--- config.mk ---
export PLATFORM = sky130hd
export DESIGN_NAME = udf_timestamp_to_epoch_core
export DESIGN_NICKNAME = d
export VERILOG_FILES = /design/src/rtl/core/udfte_pkg.sv /design/src/rtl/core/udfte_mac.sv /design/src/rtl/core/udf_timestamp_to_epoch_core.sv
export SDC_FILE = /design/constraint.sdc
export NUM_CORES = 1
export LEC_CHECK = 0
export BUFFER_PORTS_ARGS = -buffer_cell sky130_fd_sc_hd__buf_2
export CAP_MARGIN = 20
export CORE_UTILIZATION = 40
export CTS_CLUSTER_SIZE = 8
export DETAILED_ROUTE_END_ITERATION = 8
export HOLD_SLACK_MARGIN = 0.12
export PLACE_DENSITY_LB_ADDON = 0.05
export SLEW_MARGIN = 5
export SYNTH_ARGS = -nofsm -noshare
export SYNTH_HDL_FRONTEND = slang
export SYNTH_SLANG_ARGS = --single-unit
--- constraint.sdc ---
create_clock -name clock -period 10.7 [get_ports clock]
set_input_delay 2.14 -clock clock [delete_from_list [all_inputs] [get_ports clock]]
set_output_delay 2.14 -clock clock [all_outputs]
set_load 0.02 [all_outputs]
--- src/rtl/core/udfte_pkg.sv ---
// Types, constants and a lookup function for the timestamp to epoch converter.
package udfte_pkg;

   localparam int unsigned OP_A_W = 25;
   localparam int unsigned OP_B_W = 18;
   localparam int unsigned ACC_W  = 40;
   localparam int unsigned PROD_W = OP_A_W + OP_B_W;
   localparam int unsigned Q100_W = 8;

   localparam logic [13:0] EPOCH_YEAR          = 14'd1970;
   localparam logic [13:0] CENTURY_LAST        = 14'd99;
   localparam int signed   LEAPS_BEFORE_EPOCH  = 477;
   localparam int signed   RECIP_100           = 10486;
   localparam int unsigned RECIP_SHIFT         = 20;
   localparam int signed   DAYS_PER_YEAR       = 365;
   localparam int signed   SECS_PER_DAY        = 86400;
   localparam int signed   SECS_PER_HOUR       = 3600;
   localparam int signed   SECS_PER_MIN        = 60;
   localparam logic [3:0]  LAST_MONTH          = 4'd12;
   localparam logic [3:0]  FEBRUARY            = 4'd2;
   localparam logic signed [11:0] ZONE_UNSPEC  = -12'sd2047;
   localparam int unsigned ZONE_APPLY_BIT      = 12;

   typedef struct packed {
      logic [13:0] year;
      logic [3:0]  month;
      logic [4:0]  day;
      logic [4:0]  hour;
      logic [5:0]  minute;
      logic [5:0]  second;
      logic [15:0] type_and_zone;
   } req_type;

   typedef struct packed {
      logic signed [38:0] epoch_seconds;
      logic               before_epoch;
   } rsp_type;

   typedef enum logic [3:0] {
      ST_IDLE,
      ST_RECIP,
      ST_YEARS,
      ST_LEAPS,
      ST_MONTHS,
      ST_DAYS,
      ST_HOURS,
      ST_MINUTES,
      ST_ZONE,
      ST_DONE
   } state_type;

   typedef struct packed {
      logic                      en;
      logic                      keep;
      logic signed [OP_A_W-1:0]  op_a;
      logic signed [OP_B_W-1:0]  op_b;
      logic signed [OP_A_W-1:0]  addend;
   } mac_ctrl_type;

   // days before the first of month idx+1, common year
   function automatic logic [8:0] days_before_month(input logic [3:0] idx);
      logic [8:0] d;
      unique case (idx)
         4'd0:    d = 9'd0;
         4'd1:    d = 9'd31;
         4'd2:    d = 9'd59;
         4'd3:    d = 9'd90;
         4'd4:    d = 9'd120;
         4'd5:    d = 9'd151;
         4'd6:    d = 9'd181;
         4'd7:    d = 9'd212;
         4'd8:    d = 9'd243;
         4'd9:    d = 9'd273;
         4'd10:   d = 9'd304;
         4'd11:   d = 9'd334;
         default: d = 9'd0;
      endcase
      return d;
   endfunction

endpackage

--- src/rtl/core/udfte_mac.sv ---
// Shared multiply-accumulate unit: while en is high, acc <= (keep ? acc : 0) + a * b + addend.
module udfte_mac (
   input  logic                                   clock,
   input  udfte_pkg::mac_ctrl_type                ctrl,
   output logic signed [udfte_pkg::ACC_W-1:0]     acc
);
   import udfte_pkg::*;

   logic signed [PROD_W-1:0] prod;
   logic signed [ACC_W-1:0]  acc_ff;
   logic signed [ACC_W-1:0]  acc_in;
   logic signed [ACC_W-1:0]  base;
   logic signed [ACC_W-1:0]  addend_ext;

   assign prod       = ctrl.op_a * ctrl.op_b;
   assign base       = ctrl.keep ? acc_ff : '0;
   assign addend_ext = {{(ACC_W-OP_A_W){ctrl.addend[OP_A_W-1]}}, ctrl.addend};
   assign acc_in     = base + signed'(prod[ACC_W-1:0]) + addend_ext;

   always_ff @(posedge clock) begin
      if (ctrl.en) begin
         acc_ff <= acc_in;
      end
   end

   assign acc = acc_ff;

endmodule

--- src/rtl/core/udf_timestamp_to_epoch_core.sv ---
// Top level of the recorded-timestamp to epoch-seconds converter.
// A request is taken when start is high and busy is low; busy then stays high until the
// result has been shown. For a timestamp from 1970 onward, the request makes its passes
// through the single shared multiply-accumulate unit, each in its own state (reciprocal
// divide by 100, year days, leap correction, month and day, days to seconds, hours, minutes
// and seconds, zone offset), and rsp_strobe is then raised in the done state. A year
// before 1970 gives its flagged zero result in the cycle right after the accepting edge. The
// result is valid for exactly the one rsp_strobe cycle and cannot be stalled; the receiver
// must take it then. The next request may start in the cycle after.
module udf_timestamp_to_epoch_core (
   input  logic                clock,
   input  logic                reset,
   input  logic                start,
   output logic                busy,
   input  udfte_pkg::req_type  req_data,
   output logic                rsp_strobe,
   output udfte_pkg::rsp_type  rsp_data
);
   import udfte_pkg::*;

   state_type             state_ff;
   state_type             state_in;
   req_type               req_ff;
   logic                  before_ff;
   logic [Q100_W-1:0]     q100_ff;
   logic                  leap_ff;
   logic                  leap_in;
   mac_ctrl_type          mac_ctrl;
   logic signed [ACC_W-1:0] acc;

   logic [13:0]           ym1;
   logic [13:0]           yoff;
   logic [13:0]           century_rem;
   logic [Q100_W-1:0]     q_year;
   logic                  century;
   logic [3:0]            month_clamp;
   logic [9:0]            month_days;
   logic [4:0]            day_off;
   logic signed [11:0]    zone;
   logic                  zone_apply;
   logic                  accept;

   assign accept = start && (state_ff == ST_IDLE);
   assign ym1    = req_ff.year - 14'd1;
   assign yoff   = req_ff.year - EPOCH_YEAR;

   // ym1 mod 100 from the reciprocal quotient; year is a century when it is 99
   assign century_rem = ym1 - (({6'd0, q100_ff} << 6) + ({6'd0, q100_ff} << 5)
                             + ({6'd0, q100_ff} << 2));
   assign century     = (century_rem == CENTURY_LAST);
   assign q_year      = q100_ff + Q100_W'(1);
   assign leap_in     = (req_ff.year[1:0] == 2'd0) && (!century || (q_year[1:0] == 2'd0));

   assign month_clamp = (req_ff.month > LAST_MONTH) ? LAST_MONTH : req_ff.month;
   assign month_days  = (month_clamp == 4'd0) ? 10'd0 :
                        {1'b0, days_before_month(month_clamp - 4'd1)}
                        + {9'd0, (month_clamp > FEBRUARY) && leap_ff};
   assign day_off     = (req_ff.day == 5'd0) ? 5'd0 : req_ff.day - 5'd1;

   assign zone       = signed'(req_ff.type_and_zone[11:0]);
   assign zone_apply = req_ff.type_and_zone[ZONE_APPLY_BIT] && (zone != ZONE_UNSPEC);

   always_comb begin
      state_in = state_ff;
      unique case (state_ff)
         ST_IDLE: begin
            if (start) begin
               state_in = (req_data.year < EPOCH_YEAR) ? ST_DONE : ST_RECIP;
            end
         end
         ST_RECIP:   state_in = ST_YEARS;
         ST_YEARS:   state_in = ST_LEAPS;
         ST_LEAPS:   state_in = ST_MONTHS;
         ST_MONTHS:  state_in = ST_DAYS;
         ST_DAYS:    state_in = ST_HOURS;
         ST_HOURS:   state_in = ST_MINUTES;
         ST_MINUTES: state_in = ST_ZONE;
         ST_ZONE:    state_in = ST_DONE;
         ST_DONE:    state_in = ST_IDLE;
         default:    state_in = ST_IDLE;
      endcase
   end

   always_comb begin
      mac_ctrl   = '0;
      busy       = (state_ff != ST_IDLE);
      rsp_strobe = (state_ff == ST_DONE);
      unique case (state_ff)
         ST_RECIP: begin
            mac_ctrl.en   = 1'b1;
            mac_ctrl.op_a = signed'(OP_A_W'(ym1));
            mac_ctrl.op_b = OP_B_W'(RECIP_100);
         end
         ST_YEARS: begin
            mac_ctrl.en     = 1'b1;
            mac_ctrl.op_a   = signed'(OP_A_W'(yoff));
            mac_ctrl.op_b   = OP_B_W'(DAYS_PER_YEAR);
            mac_ctrl.addend = signed'(OP_A_W'(ym1 >> 2));
         end
         ST_LEAPS: begin
            mac_ctrl.en     = 1'b1;
            mac_ctrl.keep   = 1'b1;
            mac_ctrl.addend = signed'(OP_A_W'(q100_ff >> 2)) - signed'(OP_A_W'(q100_ff))
                              - OP_A_W'(LEAPS_BEFORE_EPOCH);
         end
         ST_MONTHS: begin
            mac_ctrl.en     = 1'b1;
            mac_ctrl.keep   = 1'b1;
            mac_ctrl.addend = signed'(OP_A_W'(month_days)) + signed'(OP_A_W'(day_off));
         end
         ST_DAYS: begin
            mac_ctrl.en   = 1'b1;
            mac_ctrl.op_a = acc[OP_A_W-1:0];
            mac_ctrl.op_b = OP_B_W'(SECS_PER_DAY);
         end
         ST_HOURS: begin
            mac_ctrl.en   = 1'b1;
            mac_ctrl.keep = 1'b1;
            mac_ctrl.op_a = signed'(OP_A_W'(req_ff.hour));
            mac_ctrl.op_b = OP_B_W'(SECS_PER_HOUR);
         end
         ST_MINUTES: begin
            mac_ctrl.en     = 1'b1;
            mac_ctrl.keep   = 1'b1;
            mac_ctrl.op_a   = signed'(OP_A_W'(req_ff.minute));
            mac_ctrl.op_b   = OP_B_W'(SECS_PER_MIN);
            mac_ctrl.addend = signed'(OP_A_W'(req_ff.second));
         end
         ST_ZONE: begin
            mac_ctrl.en   = 1'b1;
            mac_ctrl.keep = 1'b1;
            mac_ctrl.op_a = zone_apply ? OP_A_W'(zone) : '0;
            mac_ctrl.op_b = -OP_B_W'(SECS_PER_MIN);
         end
         default: begin
         end
      endcase
   end

   always_ff @(posedge clock) begin
      if (reset) begin
         state_ff <= ST_IDLE;
      end else begin
         state_ff <= state_in;
      end
   end

   always_ff @(posedge clock) begin
      if (accept) begin
         req_ff    <= req_data;
         before_ff <= (req_data.year < EPOCH_YEAR);
      end
      if (state_ff == ST_YEARS) begin
         q100_ff <= acc[RECIP_SHIFT +: Q100_W];
      end
      if (state_ff == ST_LEAPS) begin
         leap_ff <= leap_in;
      end
   end

   udfte_mac u_mac (
      .clock (clock),
      .ctrl  (mac_ctrl),
      .acc   (acc)
   );

   assign rsp_data.epoch_seconds = before_ff ? '0 : acc[38:0];
   assign rsp_data.before_epoch  = before_ff;

endmodule

==> results of run 1 <==
==> routing by layer <==
layer  share of wire  GRT usage  vias up
met5               0          0        -
met4           0.014     0.0382        0
met3           0.037     0.0272       37
met2            0.50      0.404      283
met1            0.45      0.326     8022
li1                -          -     7301
==> cells in the mapped netlist (all sizes together) (3+ instances only) <==
cell | n | area share
a21oi | 79 | 0.017
o21ai | 34 | 0.0079
or3 | 7 | 0.0019
or2 | 8 | 0.0022
xor2 | 34 | 0.013
xnor2 | 65 | 0.025
buf | 19 | 0.0037
o211ai | 8 | 0.0026
nor3 | 19 | 0.0042
o31ai | 4 | 0.0015
o21bai | 7 | 0.0023
nor2b | 50 | 0.014
ha | 165 | 0.090
a221o | 3 | 0.0014
clkbuf | 42 | 0.0069
o22ai | 5 | 0.0020
fa | 489 | 0.43
nand3b | 3 | 0.00098
nand3 | 18 | 0.0039
nand4 | 4 | 0.0011
a2111oi | 4 | 0.0026
a221oi | 6 | 0.0023
nand2 | 205 | 0.034
a21boi | 5 | 0.0016
nor4 | 5 | 0.0014
a22oi | 6 | 0.0020
a31oi | 11 | 0.0030
a21o | 25 | 0.0083
nand2b | 19 | 0.0052
inv | 687 | 0.11
and2 | 62 | 0.017
and3 | 7 | 0.0019
a211o | 3 | 0.0011
dfxtp | 4 | 0.0035
nor3b | 5 | 0.0019
and4 | 3 | 0.0011
o21a | 8 | 0.0027
nor4b | 3 | 0.0018
edfxtp | 102 | 0.13
nor2 | 92 | 0.015
a211oi | 9 | 0.0032
o221ai | 4 | 0.0015
mux2 | 3 | 0.0015
==> how the worst min path moves through the flow <==
stage	endpoint	from	cells past startpoint
finish	state_ff[2]	state_ff[3]	1
global route	state_ff[2]	state_ff[3]	1
CTS	state_ff[2]	state_ff[3]	1
detailed placement	state_ff[2]	state_ff[3]	1
global placement	state_ff[2]	state_ff[3]	1
floorplan	q100_ff[5]	u_mac.acc[25]	0
==> power by group <==
group	switching, mW	internal, mW	total (mW)
registers	0.190	0.871	1.06
clock network	0.201	0.167	0.368
logic	4.08	2.83	6.91
total	4.47	3.87	8.34
==> sequential cells by signal, summed over array words and instances, names as in the netlist <==
name       cells
u_mac.acc     39
before_ff      1
req_ff        53
leap_ff        1
q100_ff        8
state_ff       4
==> kinds of logic (layout without fill, tap and decap cells) <==
logic type,Yosys count,count (layout)
adders and majority gates,654,654
muxes,5,5
xor gates and xnor gates,99,99
DFF,106,106
buffers and inverters,748,823
and+or+nand+nor,512,512
AOI/OAI and AO/OA,241,241
other,2,61
==> timing repair <==
action                                 4_1_cts  5_1_grt
endpoints found under the hold margin        0        0
setup endpoints to repair                    0        1
buffers inserted                             0        0
resized for setup                            0        1
==> cell type report <==
class	count	area (sq um)	share of cell area
clock buffer	9	225	0.00909
clock inverter	7	80.1	0.00323
inverter	687	2580	0.104
multi-input combinational	1572	17200	0.692
sequential	106	3140	0.127
tap	756	946	0.0382
timing repair buffer	120	658	0.0265
==> critical path, delay by kind of cell (launching register included) <==
kind	cells	cell delay, ns
AOI/OAI and AO/OA	14	3.42
xor gates and xnor gates	1	0.09
adders and majority gates	12	4.47
and+or+nand+nor	5	0.87
DFF	1	0.67
buffers and inverters	4	0.23
==> metrics by stage <==
stage	area, sq um	power (mW)	instances	hold slack [ns]
2_1_floorplan	23100	6.10	2426	0.433
3_3_place_gp	24500	7.94	3241	0.666
3_5_place_dp	24500	7.95	3241	0.683
4_1_cts	24800	8.44	3257	0.699
5_1_grt	24800	9.34	3257	0.734
6_report	24800	8.34	3257	0.703
==> results.txt, run 1 <==
Final WS setup = 0.689 ns
Lkg Pwr = 12.9 nW
Std-Cell Rows = 87
IO Count = 101
Pre-antenna DRT Iters = 5
Worst slack at placement = 0.641 ns
Skew final = 0.0138 ns
Port bufs = 97
Commonest non-fill, non-tap cell in the layout = inv_1
H-Tree Depth = 3
# diodes = 0
Worst-Margin Slew = 1.08 ns
Die ar. = 58100 sq um
Detailed Route Iter0 Violations = 666
Setup TNS = 0 ns
Max_cap viols = 0
Crit path launch = req_ff[41]
Reg clk slew, reported paths = 0.09 ns
WL/cell = 19.4 um
Detail Placement HPWL = 54900 um
Mean Syn Cell Area = 9.66 sq um
Adder-cell area share of the yosys netlist = 0.518
Synthesis-to-layout area growth = 8.37%
DRT antenna net count = 0
Crit end category = register
Seq/Total Area, Yosys = 0.137
RR Endpoint = u_mac.acc[37]
Max Transition Viols Final = 0
Hold Vio Cnt, Final = 0
Worst-skew pair later-pin latency = 0.40 ns
Total Nets Final = 3209
Crit-path max cell delay = 0.67 ns
Peak supply drop = 374 uV
Clock sink count = 106
GP Congestion = 0.888
Outcome = finished clean
Complex-gate fraction of the synthesized area = 0.0726
Simple-gate share of the synthesized area = 0.108
Longest Clk Path Bufs = 2
Top FF cell, synth = edfxtp_1
Req. time, crit path = 10.86 ns
Tmin final = 10.01 ns
Post-synth ARST share = 0
Hold WC Path Type = register to register
Post-synthesis instance area = 22900 sq um
Total GRT Usage = 0.236
First-pass GRT wire length = 102000 um
Startpoint Class = register
Largest family of logic cells by synthesized area = adder cells
PwrDens = 336 nW/um^2
Drc violations = 0
Synth warn = 0
Number of hold buffers added after cts = 0
Data arrival, critical path = 10.17 ns
Post-synth EDFFs = 102
Kind of critical path = register to register
DRT Wirelength = 63200 um
Multiplexer share of the synthesized area = 0.00235
#FFs+latches synth = 106
Vias per cell = 4.80
Die height = 241 um
Root Buffer = clkbuf_16
RSZ-0062 raised after global routing = false
Die X = 241 um
Crit path max fanout = 17
R2r startpoint = req_ff[41]
Final setup violation count = 0
Tcrit/Tclk final = 0.936
Via Count = 15643
Remaining Overflow, GRT = 0
Slew HR = 0.277
Core box area = 56500 sq um
Vias in the first global route = 17239
Final Util = 0.439
Most frequent cells in the layout = inv_1 (682), fa_1 (489), nand2_1 (204)
Register-to-Register Path Depth = 36
Reg-to-reg slack, setup = 0.69 ns
Critical Path Slowest Stage Cell = edfxtp_1
End of the critical path = u_mac.acc[37]
Effective utilization at floorplan = 0.405
Maximum clock rate = 0.0999 GHz
CP dominant cell by count = ha_1
Initial antenna violation count = 3
CTS Buf Count = 9
Mapped Cells = 2367
Fillers = 5587
TritonCTS clock tree = built
Post-Synth XOR/XNOR Area = 0.0379
Synth cell types = 81
Largest net degree at the start of global routing = 48
Layout cell share with drive strength beyond 1 = 0.0692
Note: power is estimated with default switching activity, not from simulation.
==> run 2, diff against run 1 <==
- CORE_MARGIN: unset -> 5
- clock period: 10.7 -> 12 ns (I/O delays scaled with it)
==> run 2 against run 1 <==
  * Non-clock buffer count down 4
  * Highest routed layer unchanged
  * Global-route usage shrank 2.4 points
  * Critical endpoint unchanged
  * Final area about the same
==> results.txt, run 2 (same netlist as run 1, synthesis figures left out) <==
Outcome = finished clean
Seq pwr share = 0.128 (about the same)
Crit end category = register
Hold Vio Cnt, Final = 0 (unchanged)
RSZ-0062 raised after global routing = false
Commonest non-fill, non-tap cell in the layout = inv_1
Clock sink count = 106 (unchanged)
First-pass GRT wire length = 101000 um (-0.35%)
Max_cap viols = 0 (unchanged)
Tmin final = 10.22 ns (+0.208 ns)
Placed Cells = 3237 (-0.12%)
Reg with most FFs = req_ff
Critical Path Slowest Stage Cell = edfxtp_1
Skew final = 0.0147 ns (+0.000894 ns)
Largest net degree at the start of global routing = 49 (+2.1%)
Tcrit/Tclk final = 0.852 (-0.0840)
Internal Power = 3.45 mW (-11%)
Final setup violation count = 0 (unchanged)
Die ar. = 62100 sq um (+6.7%)
Most frequent cells in the layout = inv_1 (682), fa_1 (489), nand2_1 (204)
Die X = 249 um (+3.3%)
# diodes = 0 (unchanged)
Startpoint Class = register
Die height = 249 um (+3.3%)
# Post-CTS Setup Buffers = 0 (unchanged)
Total GRT Usage = 0.212 (-0.0241)
TritonCTS clock tree = built
Root Buffer = clkbuf_16
Vias per cell = 4.85 (+0.94%)
Peak supply drop = 302 uV (-19%)
Reg clk slew, reported paths = 0.08 ns (about the same)
Final Util = 0.438 (about the same)
Net Sw Frac = 0.533 (-0.00350)
Lkg Pwr = 12.9 nW (-0.13%)
Largest registers = req_ff x53, u_mac.acc x39, q100_ff x8
Maximum clock rate = 0.0979 GHz (-2.0%)
Hold EP = state_ff[1]
Switch Pwr = 3.93 mW (-12%)
Detailed Route Iter0 Violations = 694 (+4.2%)
Reg-to-reg slack, setup = 1.78 ns (+1.09 ns)
Drc violations = 0 (unchanged)
Slew HR = 0.352 (+0.0751)
Layout cell share with drive strength beyond 1 = 0.0673 (-0.00189)
Power share of the clock group = 0.045 (about the same)
Hold path start = state_ff[3]
Setup TNS = 0 ns (unchanged)
Final cell count without fillers = 3253 (-0.12%)
Max reg flops = 53 (unchanged)
H-Tree Depth = 3 (unchanged)
Initial antenna violation count = 0 (-3)
RR Endpoint = u_mac.acc[37]
Req. time, crit path = 12.16 ns (+1.30 ns)
Effective utilization at floorplan = 0.405 (unchanged)
Port bufs = 97 (unchanged)
Worst-skew pair later-pin latency = 0.41 ns (about the same)
Max Transition Viols Final = 0 (unchanged)
Hold path cells = 1 (unchanged)
Pre-antenna DRT Iters = 8 (+3)
Hold WC Path Type = register to register
CTS Buf Count = 9 (unchanged)
Post_cts resized = 0 (unchanged)
Core box area = 56500 sq um (unchanged)
Number of hold buffers added after cts = 0 (unchanged)
Total Nets Final = 3205 (-0.12%)
Remaining Overflow, GRT = 0 (unchanged)
Fin Hold WS = 0.707 ns (+0.00389 ns)
Synthesis-to-layout area growth = 8.27% (about the same)
Longest Clk Path Bufs = 2 (unchanged)
Register-to-Register Path Depth = 36 (unchanged)
Vias in the first global route = 17513 (+1.6%)
Detail Placement HPWL = 55200 um (+0.47%)
IO Count = 101 (unchanged)
Std-Cell Rows = 87 (unchanged)
Comb pwr share = 0.827 (-0.002)
DRT Wirelength = 63600 um (+0.64%)
Data arrival, critical path = 10.38 ns (+0.21 ns)
WL/cell = 19.5 um (+0.76%)
R2r startpoint = req_ff[41]
Crit-path max cell delay = 0.66 ns (about the same)
CP dominant cell by count = ha_1
Via Count = 15770 (+0.81%)
GP Congestion = 0.910 (+2.5%)
DRT antenna net count = 0 (unchanged)
Worst-Margin Slew = 0.965 ns (-0.112 ns)
Kind of critical path = register to register
PwrDens = 298 nW/um^2 (-11%)
Crit path max fanout = 17 (unchanged)
-- run 2: changes by cell type in the layout (fill, tap and decap cells not counted), sizes merged --
| cell | change |
|---|---|
| bufinv | +1 |
| buf | -4 |
| inv | -1 |
-- run 2: layout make-up --
cell class	instances	area (sq um)
clock inverters	7	86.3
inverters	687	2580
clock buffers	9	225
multi-input cells	1572	17200
repair buffers	116	628
well taps	756	946
fillers	5636	31700
flip-flops and latches	106	3140
-- run 2: routing by layer --
layer,GRT usage,up-vias,part of all wire
met5,0,-,0
met4,0.0558,0,0.029
met3,0.0413,72,0.054
met2,0.356,342,0.48
met1,0.284,8055,0.43
li1,-,7301,-
-- run 2: worst max-delay path: cells and delay by family (launching register included) --
| kind | cells | cell delay (ns) |
|---|---|---|
| XOR/XNOR | 2 | 0.23 |
| adder cells (fa/ha/maj) | 12 | 4.32 |
| AND/OR/NAND/NOR | 5 | 0.82 |
| AO/OA/AOI/OAI | 14 | 3.78 |
| buffers and inverters | 3 | 0.15 |
| flip-flops | 1 | 0.66 |
-- run 2: power by group through the flow --
stage | Clock, mW | Sequential, mW | Combinational [mW]
2_1_floorplan | 0 | 0.827 | 4.61
3_3_place_gp | 0 | 0.963 | 6.10
3_5_place_dp | 0 | 0.958 | 6.11
4_1_cts | 0.349 | 0.953 | 6.20
5_1_grt | 0.359 | 0.955 | 6.96
6_report | 0.336 | 0.943 | 6.11
-- run 2: worst max-delay path by stage --
stage	startpoint	end	depth (start not counted)
after detailed placement	req_ff[41]	u_mac.acc[37]	36
after CTS	req_ff[41]	u_mac.acc[37]	36
after floorplan	req_ff[39]	u_mac.acc[37]	39
after global placement	req_ff[41]	u_mac.acc[37]	36
final	req_ff[41]	u_mac.acc[37]	36
after global routing	req_ff[41]	u_mac.acc[37]	36
-- run 2: metrics by stage --
stage	worst slack, ns	area (sq um)	total power, mW
3_3_place_gp	1.96	24500	7.06
3_5_place_dp	1.84	24500	7.07
6_report	1.78	24800	7.39
2_1_floorplan	3.08	23100	5.44
5_1_grt	1.21	24800	8.28
4_1_cts	1.80	24800	7.50
